$ cat config.mk
export PLATFORM = sky130hd
export DESIGN_NAME = status_led_pattern_generator_flat
export DESIGN_NICKNAME = d
export VERILOG_FILES = /design/src/sv/slpg_pkg.sv /design/src/sv/slpg_in_if.sv /design/src/sv/slpg_out_if.sv /design/src/sv/slpg_core.sv /design/src/sv/status_led_pattern_generator.sv /design/src/flat_wrapper.sv
export SDC_FILE = /design/constraint.sdc
export NUM_CORES = 1
export LEC_CHECK = 0
export CAP_MARGIN = 20
export CORE_ASPECT_RATIO = 0.7
export CORE_MARGIN = 10
export CORE_UTILIZATION = 55
export CTS_CLUSTER_SIZE = 16
export DETAILED_ROUTE_END_ITERATION = 10
export DONT_BUFFER_PORTS = 1
export GPL_ROUTABILITY_DRIVEN = 0
export GPL_TIMING_DRIVEN = 0
export PLACE_DENSITY = 0.67
export SYNTH_ARGS = -nofsm -noshare
export SYNTH_HDL_FRONTEND = slang
export SYNTH_SLANG_ARGS = --single-unit
$ cat constraint.sdc
create_clock -name clk -period 8.2 [get_ports clk]
set_input_delay 0.82 -clock clk [delete_from_list [all_inputs] [get_ports clk]]
set_output_delay 0.82 -clock clk [all_outputs]
set_load 0.03 [all_outputs]
$ cat src/sv/slpg_pkg.sv
// ---------------------------------------------------------------------------
// slpg_pkg: status LED pattern generator shared definitions
// Register indexes, reset values, phase codes and the state record.
// ---------------------------------------------------------------------------
`default_nettype none

package slpg_pkg;

  localparam int unsigned CfgWidth   = 16;
  localparam int unsigned CfgIdxW    = 2;
  localparam int unsigned ClockWidth = 32;

  // configuration register indexes
  localparam logic [CfgIdxW-1:0] REG_SHORT_INTERVAL = 2'd0;
  localparam logic [CfgIdxW-1:0] REG_HB_PAUSE       = 2'd1;
  localparam logic [CfgIdxW-1:0] REG_BLINK_PAUSE    = 2'd2;

  localparam logic [CfgWidth-1:0] SHORT_INTERVAL_RST = 16'd200;
  localparam logic [CfgWidth-1:0] HB_PAUSE_RST       = 16'd700;
  localparam logic [CfgWidth-1:0] BLINK_PAUSE_RST    = 16'd1000;

  // motor status codes
  localparam logic [2:0] MS_UNCALIBRATED = 3'd0;
  localparam logic [2:0] MS_RUNNING      = 3'd1;
  localparam logic [2:0] MS_FINISHED     = 3'd2;
  localparam logic [2:0] MS_STOPPED      = 3'd3;
  localparam logic [2:0] MS_OVERLOAD     = 3'd4;
  localparam logic [2:0] MS_STALL        = 3'd5;

  // heartbeat phases
  localparam logic [1:0] HB_ON1  = 2'd0;
  localparam logic [1:0] HB_OFF1 = 2'd1;
  localparam logic [1:0] HB_ON2  = 2'd2;
  localparam logic [1:0] HB_REST = 2'd3;

  // blink phases
  localparam logic [1:0] BL_ON    = 2'd0;
  localparam logic [1:0] BL_OFF   = 2'd1;
  localparam logic [1:0] BL_PAUSE = 2'd2;

  localparam logic [2:0] BLINKS_MAX = 3'd7;

  typedef struct packed {
    logic [CfgWidth-1:0] short_interval_ms;
    logic [CfgWidth-1:0] heartbeat_pause_ms;
    logic [CfgWidth-1:0] blink_pause_ms;
  } cfg_t;

  typedef struct packed {
    logic [ClockWidth-1:0] clock_ms;
    logic [ClockWidth-1:0] heartbeat_mark;
    logic [ClockWidth-1:0] blink_mark;
    logic [1:0]            heartbeat_phase;
    logic [1:0]            blink_phase;
    logic [2:0]            blinks_done;
    logic [1:0]            target_blinks;
    logic                  led_enable;
    logic                  heartbeat_on;
    logic                  status_level;
    logic                  blink_level;
  } state_t;

endpackage

`default_nettype wire

$ cat src/sv/slpg_in_if.sv
// ---------------------------------------------------------------------------
// slpg_in_if: tick channel
// Valid/ready channel carrying elapsed time and motor status.
// ---------------------------------------------------------------------------
`default_nettype none

interface slpg_in_if;
  logic        valid;
  logic        ready;
  logic [15:0] elapsed_ms;
  logic [2:0]  motor_state;

  modport source (output valid, output elapsed_ms, output motor_state, input ready);
  modport sink   (input valid, input elapsed_ms, input motor_state, output ready);
endinterface

`default_nettype wire

$ cat src/sv/slpg_out_if.sv
// ---------------------------------------------------------------------------
// slpg_out_if: LED level channel
// Valid/ready channel carrying both LED levels.
// ---------------------------------------------------------------------------
`default_nettype none

interface slpg_out_if;
  logic valid;
  logic ready;
  logic status_led;
  logic blink_led;

  modport source (output valid, output status_led, output blink_led, input ready);
  modport sink   (input valid, input status_led, input blink_led, output ready);
endinterface

`default_nettype wire

$ cat src/sv/slpg_core.sv
// ---------------------------------------------------------------------------
// slpg_core: per-tick update
// Advances the clock, decodes the status and steps both LED machines.
// ---------------------------------------------------------------------------
`default_nettype none

module slpg_core
  import slpg_pkg::*;
(
  input  state_t      cur,
  input  cfg_t        cfg,
  input  logic [15:0] elapsed_ms,
  input  logic [2:0]  motor_state,
  output state_t      nxt
);

  logic [ClockWidth-1:0] clk_now;
  logic [ClockWidth-1:0] hb_diff;
  logic [ClockWidth-1:0] bl_diff;
  logic [CfgWidth-1:0]   hb_limit;
  logic [CfgWidth-1:0]   bl_limit;
  logic                  hb_passed;
  logic                  bl_passed;
  logic [2:0]            done_inc;
  logic                  led_en;
  logic                  hb_en;
  logic [1:0]            target;

  assign clk_now = cur.clock_ms + {{(ClockWidth-16){1'b0}}, elapsed_ms};
  assign hb_diff = clk_now - cur.heartbeat_mark;
  assign bl_diff = clk_now - cur.blink_mark;

  assign hb_limit = (cur.heartbeat_phase == HB_REST) ? cfg.heartbeat_pause_ms
                                                     : cfg.short_interval_ms;
  assign bl_limit = (cur.blink_phase == BL_PAUSE) ? cfg.blink_pause_ms
                                                  : cfg.short_interval_ms;

  // strict compare on the wrapped difference
  assign hb_passed = hb_diff > {{(ClockWidth-CfgWidth){1'b0}}, hb_limit};
  assign bl_passed = bl_diff > {{(ClockWidth-CfgWidth){1'b0}}, bl_limit};

  assign done_inc = (cur.blinks_done < BLINKS_MAX) ? cur.blinks_done + 3'd1
                                                   : cur.blinks_done;

  always_comb begin
    led_en = cur.led_enable;
    hb_en  = cur.heartbeat_on;
    target = cur.target_blinks;
    unique case (motor_state)
      MS_UNCALIBRATED: begin led_en = 1'b0; hb_en = 1'b0; target = 2'd1; end
      MS_RUNNING:      begin led_en = 1'b1; hb_en = 1'b1; target = 2'd0; end
      MS_FINISHED:     begin led_en = 1'b1; hb_en = 1'b0; target = 2'd0; end
      MS_STOPPED:      begin led_en = 1'b0; hb_en = 1'b0; target = 2'd0; end
      MS_OVERLOAD:     begin led_en = 1'b1; hb_en = 1'b0; target = 2'd3; end
      MS_STALL:        begin led_en = 1'b0; hb_en = 1'b0; target = 2'd2; end
      default: ;       // keep settings
    endcase
  end

  always_comb begin
    nxt               = cur;
    nxt.clock_ms      = clk_now;
    nxt.led_enable    = led_en;
    nxt.heartbeat_on  = hb_en;
    nxt.target_blinks = target;

    // status LED
    if (led_en) begin
      if (hb_en) begin
        if (hb_passed) begin
          nxt.status_level    = (cur.heartbeat_phase == HB_OFF1) ||
                                (cur.heartbeat_phase == HB_REST);
          nxt.heartbeat_mark  = clk_now;
          nxt.heartbeat_phase = cur.heartbeat_phase + 2'd1;
        end
      end else begin
        nxt.status_level    = 1'b1;
        nxt.heartbeat_phase = HB_ON1;
      end
    end else begin
      nxt.status_level = 1'b0;
    end

    // blink LED
    unique case (cur.blink_phase)
      BL_ON: begin
        if (bl_passed) begin
          nxt.blink_level = 1'b0;
          nxt.blink_mark  = clk_now;
          nxt.blink_phase = BL_OFF;
        end
      end
      BL_OFF: begin
        if (bl_passed) begin
          nxt.blinks_done = done_inc;
          nxt.blink_mark  = clk_now;
          if ({1'b0, target} > done_inc) begin
            nxt.blink_level = 1'b1;
            nxt.blink_phase = BL_ON;
          end else begin
            nxt.blink_level = 1'b0;
            nxt.blink_phase = BL_PAUSE;
          end
        end
      end
      BL_PAUSE: begin
        if (bl_passed) begin
          nxt.blinks_done = 3'd0;
          nxt.blink_level = (target != 2'd0);
          nxt.blink_mark  = clk_now;
          nxt.blink_phase = BL_ON;
        end
      end
      default: ;       // unused code holds
    endcase
  end

endmodule

`default_nettype wire

$ cat src/sv/status_led_pattern_generator.sv
// ---------------------------------------------------------------------------
// status_led_pattern_generator: status and blink LED driver
// Turns timed motor status ticks into two LED levels.
// ---------------------------------------------------------------------------
// Usage:
//   in_ch carries one tick per transfer: elapsed milliseconds and the motor
//   status code. out_ch returns one transfer per tick with both LED levels.
//   cfg_we/cfg_index/cfg_wdata write the short interval, heartbeat pause and
//   blink pause; write them only while no tick is in flight.
//   An input transfer loads the tick register; the update logic works on it
//   there, and the result register loads when the result side can advance.
//   Throughput is one tick per cycle while the receiver does not stall; the
//   limit is the loop through the state register, the 32-bit clock add,
//   the mark subtracts and the interval compares.
//   When the receiver stalls, the result register holds and the tick
//   register still fills, then in_ch.ready drops until the result moves.
//   Synchronous reset clears clock, marks, phases and settings, loads the
//   default intervals and empties both registers.
// ---------------------------------------------------------------------------
`default_nettype none

module status_led_pattern_generator
  import slpg_pkg::*;
(
  input  wire logic                clk,
  input  wire logic                rst_n,
  slpg_in_if.sink                  in_ch,
  slpg_out_if.source               out_ch,
  input  wire logic                cfg_we,
  input  wire logic [CfgIdxW-1:0]  cfg_index,
  input  wire logic [CfgWidth-1:0] cfg_wdata
);

  cfg_t        cfg_r;
  state_t      state_r;
  state_t      state_nxt;
  logic        tick_vld_r;
  logic [15:0] tick_elapsed_r;
  logic [2:0]  tick_state_r;
  logic        out_vld_r;
  logic        status_led_r;
  logic        blink_led_r;
  logic        advance;

  assign advance      = !out_vld_r || out_ch.ready;
  assign in_ch.ready  = !tick_vld_r || advance;
  assign out_ch.valid = out_vld_r;
  assign out_ch.status_led = status_led_r;
  assign out_ch.blink_led  = blink_led_r;

  slpg_core u_core (
    .cur         (state_r),
    .cfg         (cfg_r),
    .elapsed_ms  (tick_elapsed_r),
    .motor_state (tick_state_r),
    .nxt         (state_nxt)
  );

  always_ff @(posedge clk) begin
    if (!rst_n) begin
      cfg_r.short_interval_ms  <= SHORT_INTERVAL_RST;
      cfg_r.heartbeat_pause_ms <= HB_PAUSE_RST;
      cfg_r.blink_pause_ms     <= BLINK_PAUSE_RST;
    end else if (cfg_we) begin
      unique case (cfg_index)
        REG_SHORT_INTERVAL: cfg_r.short_interval_ms  <= cfg_wdata;
        REG_HB_PAUSE:       cfg_r.heartbeat_pause_ms <= cfg_wdata;
        REG_BLINK_PAUSE:    cfg_r.blink_pause_ms     <= cfg_wdata;
        default: ;
      endcase
    end
  end

  // tick register
  always_ff @(posedge clk) begin
    if (!rst_n) begin
      tick_vld_r <= 1'b0;
    end else if (in_ch.ready) begin
      tick_vld_r <= in_ch.valid;
    end
  end

  always_ff @(posedge clk) begin
    if (in_ch.valid && in_ch.ready) begin
      tick_elapsed_r <= in_ch.elapsed_ms;
      tick_state_r   <= in_ch.motor_state;
    end
  end

  // state and result register, updated when a tick moves forward
  always_ff @(posedge clk) begin
    if (!rst_n) begin
      state_r   <= '0;
      out_vld_r <= 1'b0;
    end else if (advance) begin
      out_vld_r <= tick_vld_r;
      if (tick_vld_r) begin
        state_r <= state_nxt;
      end
    end
  end

  always_ff @(posedge clk) begin
    if (advance && tick_vld_r) begin
      status_led_r <= state_nxt.status_level;
      blink_led_r  <= state_nxt.blink_level;
    end
  end

`ifndef NO_ASSERTIONS
  a_ready_when_free: assert property (@(posedge clk) disable iff (!rst_n)
    (!out_vld_r || out_ch.ready) |-> in_ch.ready)
    else $error("tick channel blocked while result register free");

  a_disabled_dark: assert property (@(posedge clk) disable iff (!rst_n)
    !state_r.led_enable |-> !state_r.status_level)
    else $error("status LED lit while disabled");

  a_steady_on: assert property (@(posedge clk) disable iff (!rst_n)
    (state_r.led_enable && !state_r.heartbeat_on) |->
      (state_r.status_level && state_r.heartbeat_phase == HB_ON1))
    else $error("steady mode not lit or heartbeat phase not reset");

  a_blink_phase_used: assert property (@(posedge clk) disable iff (!rst_n)
    state_r.blink_phase != 2'd3)
    else $error("blink machine in unused phase");
`endif

endmodule

`default_nettype wire

$ cat src/flat_wrapper.sv
// flat-port wrapper written by rule: the top's interface ports become plain ports
module status_led_pattern_generator_flat import slpg_pkg::*;
  (clk, rst_n, cfg_we, cfg_index, cfg_wdata, in_ch_valid, in_ch_elapsed_ms, in_ch_motor_state, in_ch_ready, out_ch_valid, out_ch_status_led, out_ch_blink_led, out_ch_ready);
  slpg_in_if in_ch_i ();
  slpg_out_if out_ch_i ();
  input  wire logic clk;
  input  wire logic rst_n;
  input  wire logic cfg_we;
  input  wire logic [CfgIdxW-1:0] cfg_index;
  input  wire logic [CfgWidth-1:0] cfg_wdata;
  input wire logic [$bits(in_ch_i.valid)-1:0] in_ch_valid;
  input wire logic [$bits(in_ch_i.elapsed_ms)-1:0] in_ch_elapsed_ms;
  input wire logic [$bits(in_ch_i.motor_state)-1:0] in_ch_motor_state;
  output wire logic [$bits(in_ch_i.ready)-1:0] in_ch_ready;
  output wire logic [$bits(out_ch_i.valid)-1:0] out_ch_valid;
  output wire logic [$bits(out_ch_i.status_led)-1:0] out_ch_status_led;
  output wire logic [$bits(out_ch_i.blink_led)-1:0] out_ch_blink_led;
  input wire logic [$bits(out_ch_i.ready)-1:0] out_ch_ready;
  assign in_ch_i.valid = in_ch_valid;
  assign in_ch_i.elapsed_ms = in_ch_elapsed_ms;
  assign in_ch_i.motor_state = in_ch_motor_state;
  assign in_ch_ready = in_ch_i.ready;
  assign out_ch_valid = out_ch_i.valid;
  assign out_ch_status_led = out_ch_i.status_led;
  assign out_ch_blink_led = out_ch_i.blink_led;
  assign out_ch_i.ready = out_ch_ready;
  status_led_pattern_generator u_core (.clk(clk), .rst_n(rst_n), .in_ch(in_ch_i), .out_ch(out_ch_i), .cfg_we(cfg_we), .cfg_index(cfg_index), .cfg_wdata(cfg_wdata));
endmodule
# --- Word-level counts from Yosys, hierarchy flattened ---
# Cells that the tools add are included.
totals:
  output_inout_bits: 4
  inputBits: 42
  register_bits: 180
  word_cells: 93
op_classes:
  reduce_logical: 27
  n_lt_le_gt_ge: 4
  eq_ne: 15
  n_addsub: 5
  n_mux: 22
op_table:
  columns: ["cell", "count"]
  rows:
  - ["32-bit by 16-bit greater-than comparator with 1-bit output", 2]
  - ["32-bit subtractor", 2]
  - ["32-bit by 16-bit adder with 32-bit output", 1]
  - ["16-bit 2-to-1 mux", 2]
  - ["3-bit OR reduction", 4]
  - ["5-bit 2-to-1 mux", 2]
  - ["5-bit AND reduction", 2]
  - ["2-bit 2-to-1 mux", 4]
  - ["2-bit != test (second input constant)", 4]
  - ["2-bit case mux with 4 select lines", 1]
  - ["2-bit AND reduction", 4]
  - ["4-bit AND reduction", 2]
  - ["1-bit 2-to-1 mux", 7]
  - ["2-bit by 1-bit == test with 1-bit output (second input constant)", 3]
  - ["2-bit == test (second input constant)", 3]
  - ["3-bit by 2-bit == test with 1-bit output (second input constant)", 2]
  - ["3-bit == test (second input constant)", 2]
  - ["2-bit case mux with 3 select lines", 1]
  - ["3-bit case mux with 2 select lines", 1]
  - ["6-bit AND reduction", 1]
  - ["5-bit OR reduction", 1]
  - ["2-bit zero test", 2]
  - ["1-bit case mux with 2 select lines", 2]
  - ["2-bit nonzero test", 2]
  - ["other kinds (12)", 16]

# --- Depth between registers and ports, before layout ---
logic_depth:
  depth_word: 7
  mapped_depth: 30
  ltp_nobuf: 28

# --- Hierarchy ---
# A second synthesis with hierarchy kept.
hier_totals:
  hier_cells: 1676
  area_unflattened_um2: 14141.1
modules_own_cells:
  columns: ["mod", "seq_area_each_um2", "n_inst", "cells_each", "area_each_um2"]
  rows:
  - ["slpg_core", 0.0, 1, 997, 7430.9]
  - ["status_led_pattern_generator", 3813.7, 1, 679, 6710.2]

# --- Least setup slack after synthesis ---
# No wires, ideal clock.
synth_timing:
  path_kind: "reg2reg"
  from: "reg u_core.tick_elapsed_r[0]"
  to: "reg u_core.blink_led_r (netlist: u_core.out_ch.blink_led) (data pin)"
  setup_ns: 0.254
  required_ns: 7.946
  synth_period_minus_slack_ns: 5.826
  path_slack_ns: 2.374
  arrival_time_ns: 5.572
  path_buffers: 1
  path_stages_with_launch: 27
  cell_sequence: "edfxtp_1 ha_1 inv_1 fa_1 nor2b_1 o31a_1 o221a_2 o21ai_0 xnor2_1 ha_1 a21oi_1 o221ai_2 and3_1 a211oi_1 o21ai_0 xnor2_1 ha_1 nor2b_1 a2111oi_0 o211ai_1 a211oi_1 nand4_1 nor4_1 o2111ai_2 clkbuf_1 nand2_1 nand2_1"
synth_lines:
  columns: ["item", "line", "rtl"]
  rows:
  - ["from (decl)", "status_led_pattern_generator.sv:38", "logic [15:0] tick_elapsed_r;"]
  - ["from (signal assigned)", "status_led_pattern_generator.sv:85", "tick_elapsed_r <= in_ch.elapsed_ms;"]
  - ["to (signal assigned)", "status_led_pattern_generator.sv:106", "blink_led_r <= state_nxt.blink_level;"]
  - ["to (decl)", "status_led_pattern_generator.sv:42", "logic blink_led_r;"]

==> results.toml <==
[status]
outcome = "finished, final reports clean"

[timing]
finalSetupTns_ns = 0
max_slew_margin_pct = 28.98
setup-violations-final = 0
fin_crit_ns = 7.884
tightest_slew_ns = 1.061
hold_viol_final = 0
hold_slack_ns = 0.4560
grt_setup_unrepaired = "no"
fmax_mhz = 126.8
slew_viol_final = 0
post-route-period-util_pct = 96.15
fin_ws_ns = 0.3155
skew_ns = 0.01191

[power_and_ir_drop]
p_total_mw = 2.854
ir_drop_uv = 175.6
sw_frac_of_total_pct = 38.12
clock_power_share_pct = 27.2
pwr-share-comb_pct = 39.6
p_sw_mw = 1.088
power_leakage_nw = 5.539
p_int_mw = 1.766
p_per_area_nw_per_um2 = 202.7
p_seq_share_pct = 33.2

[clock_network]
cts_tree = "yes"
cts_buffers = 17
postCtsSetupBuffers = 0
cts_resized = 0
cts_buffer_depth = 2
clock-root-buffer = "clkbuf_16"
clkLatencyLatePin_ns = 0.44
hold_buffers = 0
clk_pin_slew_worst_paths_ns = 0.07
cts.sinks = 180
cts_max_level = 4

[place]
post-dp-hpwl_mm = 30.17
port_buffers = 0
preCtsSetupSlack_ns = 0.4306

[setup_path]
crit_arrival_ns = 8.08
crit_type = "reg2reg"
cp.depth = 27
cp.buffers_inverters = 3
reg2regPathDepth = 27
crit_path_top_delay_cell = "xnor2_1"
r2r_end = "u_core.out_ch.blink_led"
path_common_cell = "ha_1"
worstSetupEndpointType = "flop"
critPathTopFamily = "compound AO/OA/AOI/OAI gates"
reg2reg_slack_ns = 0.32
required_ns = 8.39
slowest_delay_ns = 0.76
crit_path_start = "u_core.tick_elapsed_r[0]"
path_max_fanout = 10
rr_startpoint = "u_core.tick_elapsed_r[0]"
crit_end = "u_core.out_ch.blink_led"
start_kind = "flop"

[global_routing]
grt-ovfl-total = 0
grt_pass1_vias = 11080
grt_max_degree = 20
grtUsageMet3_pct = 5.295
track_usage_pct = 24.32
grt_pass1_wl_mm = 59.37
grt.met1_usage_pct = 36.57
antenna_found_initial = 0
grt_busiest_layer = "met1"
use_met2_pct = 34.23

[floorplanning]
boundaryPins = 46
dieWidth_um = 204.5
start_util_pct = 55.71
placementRows = 47
die_h_um = 149.1
dieArea_um2 = 30500
coreArea_um2 = 23520

[final_layout]
drive_above_1_share_pct = 5.272
final_nets = 1859
num-fill-cells = 2158
syn_to_final_growth_pct = 7.409
num_antenna_cells = 0

[yosys]
synth_edf_count = 21
ys_ff_latch = 180
synthCells = 1676
synth_nets = 1840
syn_area_um2 = 13100
synthDistinctLibCells = 91
synth_top_area_share_pct = 24.29
synthArstFlopShare_pct = 0
ys_seq_area_share_pct = 29.10
ys_warn_count = 0
synthFlopType = "dfxtp_1"
avgSynthCellArea_um2 = 7.819
synth.area.top_cells = "dfxtp_1 24%, ha_1 11%, a21oi_1 7.0%"
yosysTopAreaCell = "dfxtp_1"

[drt]
vias = 12290
postRouteAntennaNets = 0
drt-vias-per-instance = 6.067
wl_per_cell_um = 18.71
drtPass1Iterations = 6
first_iter_violations = 1148
drcViolationCount = 0
wirelength_mm = 37.89

[run]
drv_cap = 0

[min_path]
hp-class = "reg2reg"
Yosys cell counts (all sizes together), types with 23 or more instances:
cell    count
clkbuf     64
o21a       23
nand2     231
dfxtp     159
mux2i      34
ha        119
xor2       29
a21oi     184
nand3      74
xnor2      49
nor3       33
a211oi     51
o21ai      87
nor2      112
a21o       27
inv       101
worst min-delay path by stage:
stage	startpoint	to	cells after the start
6_report	u_core.cfg_r[12]	u_core.cfg_r[12]	2
5_1_grt	in_ch_elapsed_ms[2]	u_core.tick_elapsed_r[2]	0
4_1_cts	u_core.state_r[29]	u_core.state_r[29]	2
3_5_place_dp	u_core.cfg_r[22]	u_core.cfg_r[22]	2
3_3_place_gp	u_core.cfg_r[0]	u_core.cfg_r[0]	2
2_1_floorplan	u_core.cfg_r[0]	u_core.cfg_r[0]	2
sequential cells by signal (all words and copies together), names as in the netlist:
name and cells:
u_core.cfg_r 48, u_core.out_ch.blink_led 1, u_core.out_ch.status_led 1, u_core.out_ch.valid 1
u_core.state_r 109, u_core.tick_elapsed_r 16, u_core.tick_state_r 3, u_core.tick_vld_r 1
power by group through the flow:
stage                     registers, mW  logic, mW  clock network, mW
after CTS                         0.946       1.10              0.786
after detailed placement          0.966       1.10                  0
after floorplan                   0.961      0.836                  0
after global routing              0.950       1.25              0.813
final                             0.946       1.13              0.776
after global placement            0.965       1.08                  0
cell type report:
class	count	area, µm²	share of cell area [%]
Tap cell	318	397.9	2.827
Sequential cell	180	3814	27.10
Clock buffer	19	442.9	3.147
Buffer	80	330.3	2.347
Multi-Input combinational cell	1315	8616	61.21
Clock inverter	12	95.09	0.6756
Inverter	101	379.1	2.694
cell usage in the layout (no fill, tap or decap), types with 9 or more instances in the layout:
cell       count
a211oi_1      40
a211oi_2      11
a21o_1        27
a21oi_1      183
a31oi_1        9
and2_1        10
and3_1        13
buf_2          9
clkbuf_1      65
clkbuf_16     17
dfxtp_1      159
edfxtp_1      21
ha_1         119
inv_1        101
mux2i_1       34
nand2_1      229
nand2b_1      15
nand3_1       73
nand4_1       20
nor2_1       112
nor2b_1       14
nor3_1        33
o211ai_1      14
o21a_1        23
o21ai_0       72
o21ai_1       15
o21bai_1      11
or2_2         10
or3_1         13
xnor2_1       44
xor2_1        29
tightest hold or removal path, delay by kind of cell (launching register included):
kind            cells  cell delay [ns]
compound gates      1             0.05
simple gates        1             0.05
flops               1             0.31
per-layer routing:
metal  vias up  routed length (µm)
met5         -                   0
met4         0                 415
met3        26                3464
met2       426               15250
met1      5764               18760
li1       6070                   -
per-stage QoR:
step           instances  area (µm²)  utilization [%]
6_report            2025       14070            59.84
5_1_grt             2025       14070            59.84
4_1_cts             2025       14040            59.69
3_5_place_dp        1994       13500            57.40
3_3_place_gp        1994       13500            57.40
2_1_floorplan       1676       13100                -
cell families (layout without fill, tap and decap cells):
group | after synthesis | after routing | share of synthesized area [%]
simple gates | 584 | 584 | 20.95
compound gates | 494 | 494 | 24.59
buf+inv | 181 | 212 | 5.414
flops | 180 | 180 | 29.10
fa+ha+maj | 122 | 122 | 11.82
xor+xnor | 78 | 78 | 5.271
mux | 37 | 37 | 2.855
(Power assumes the default switching activity.)
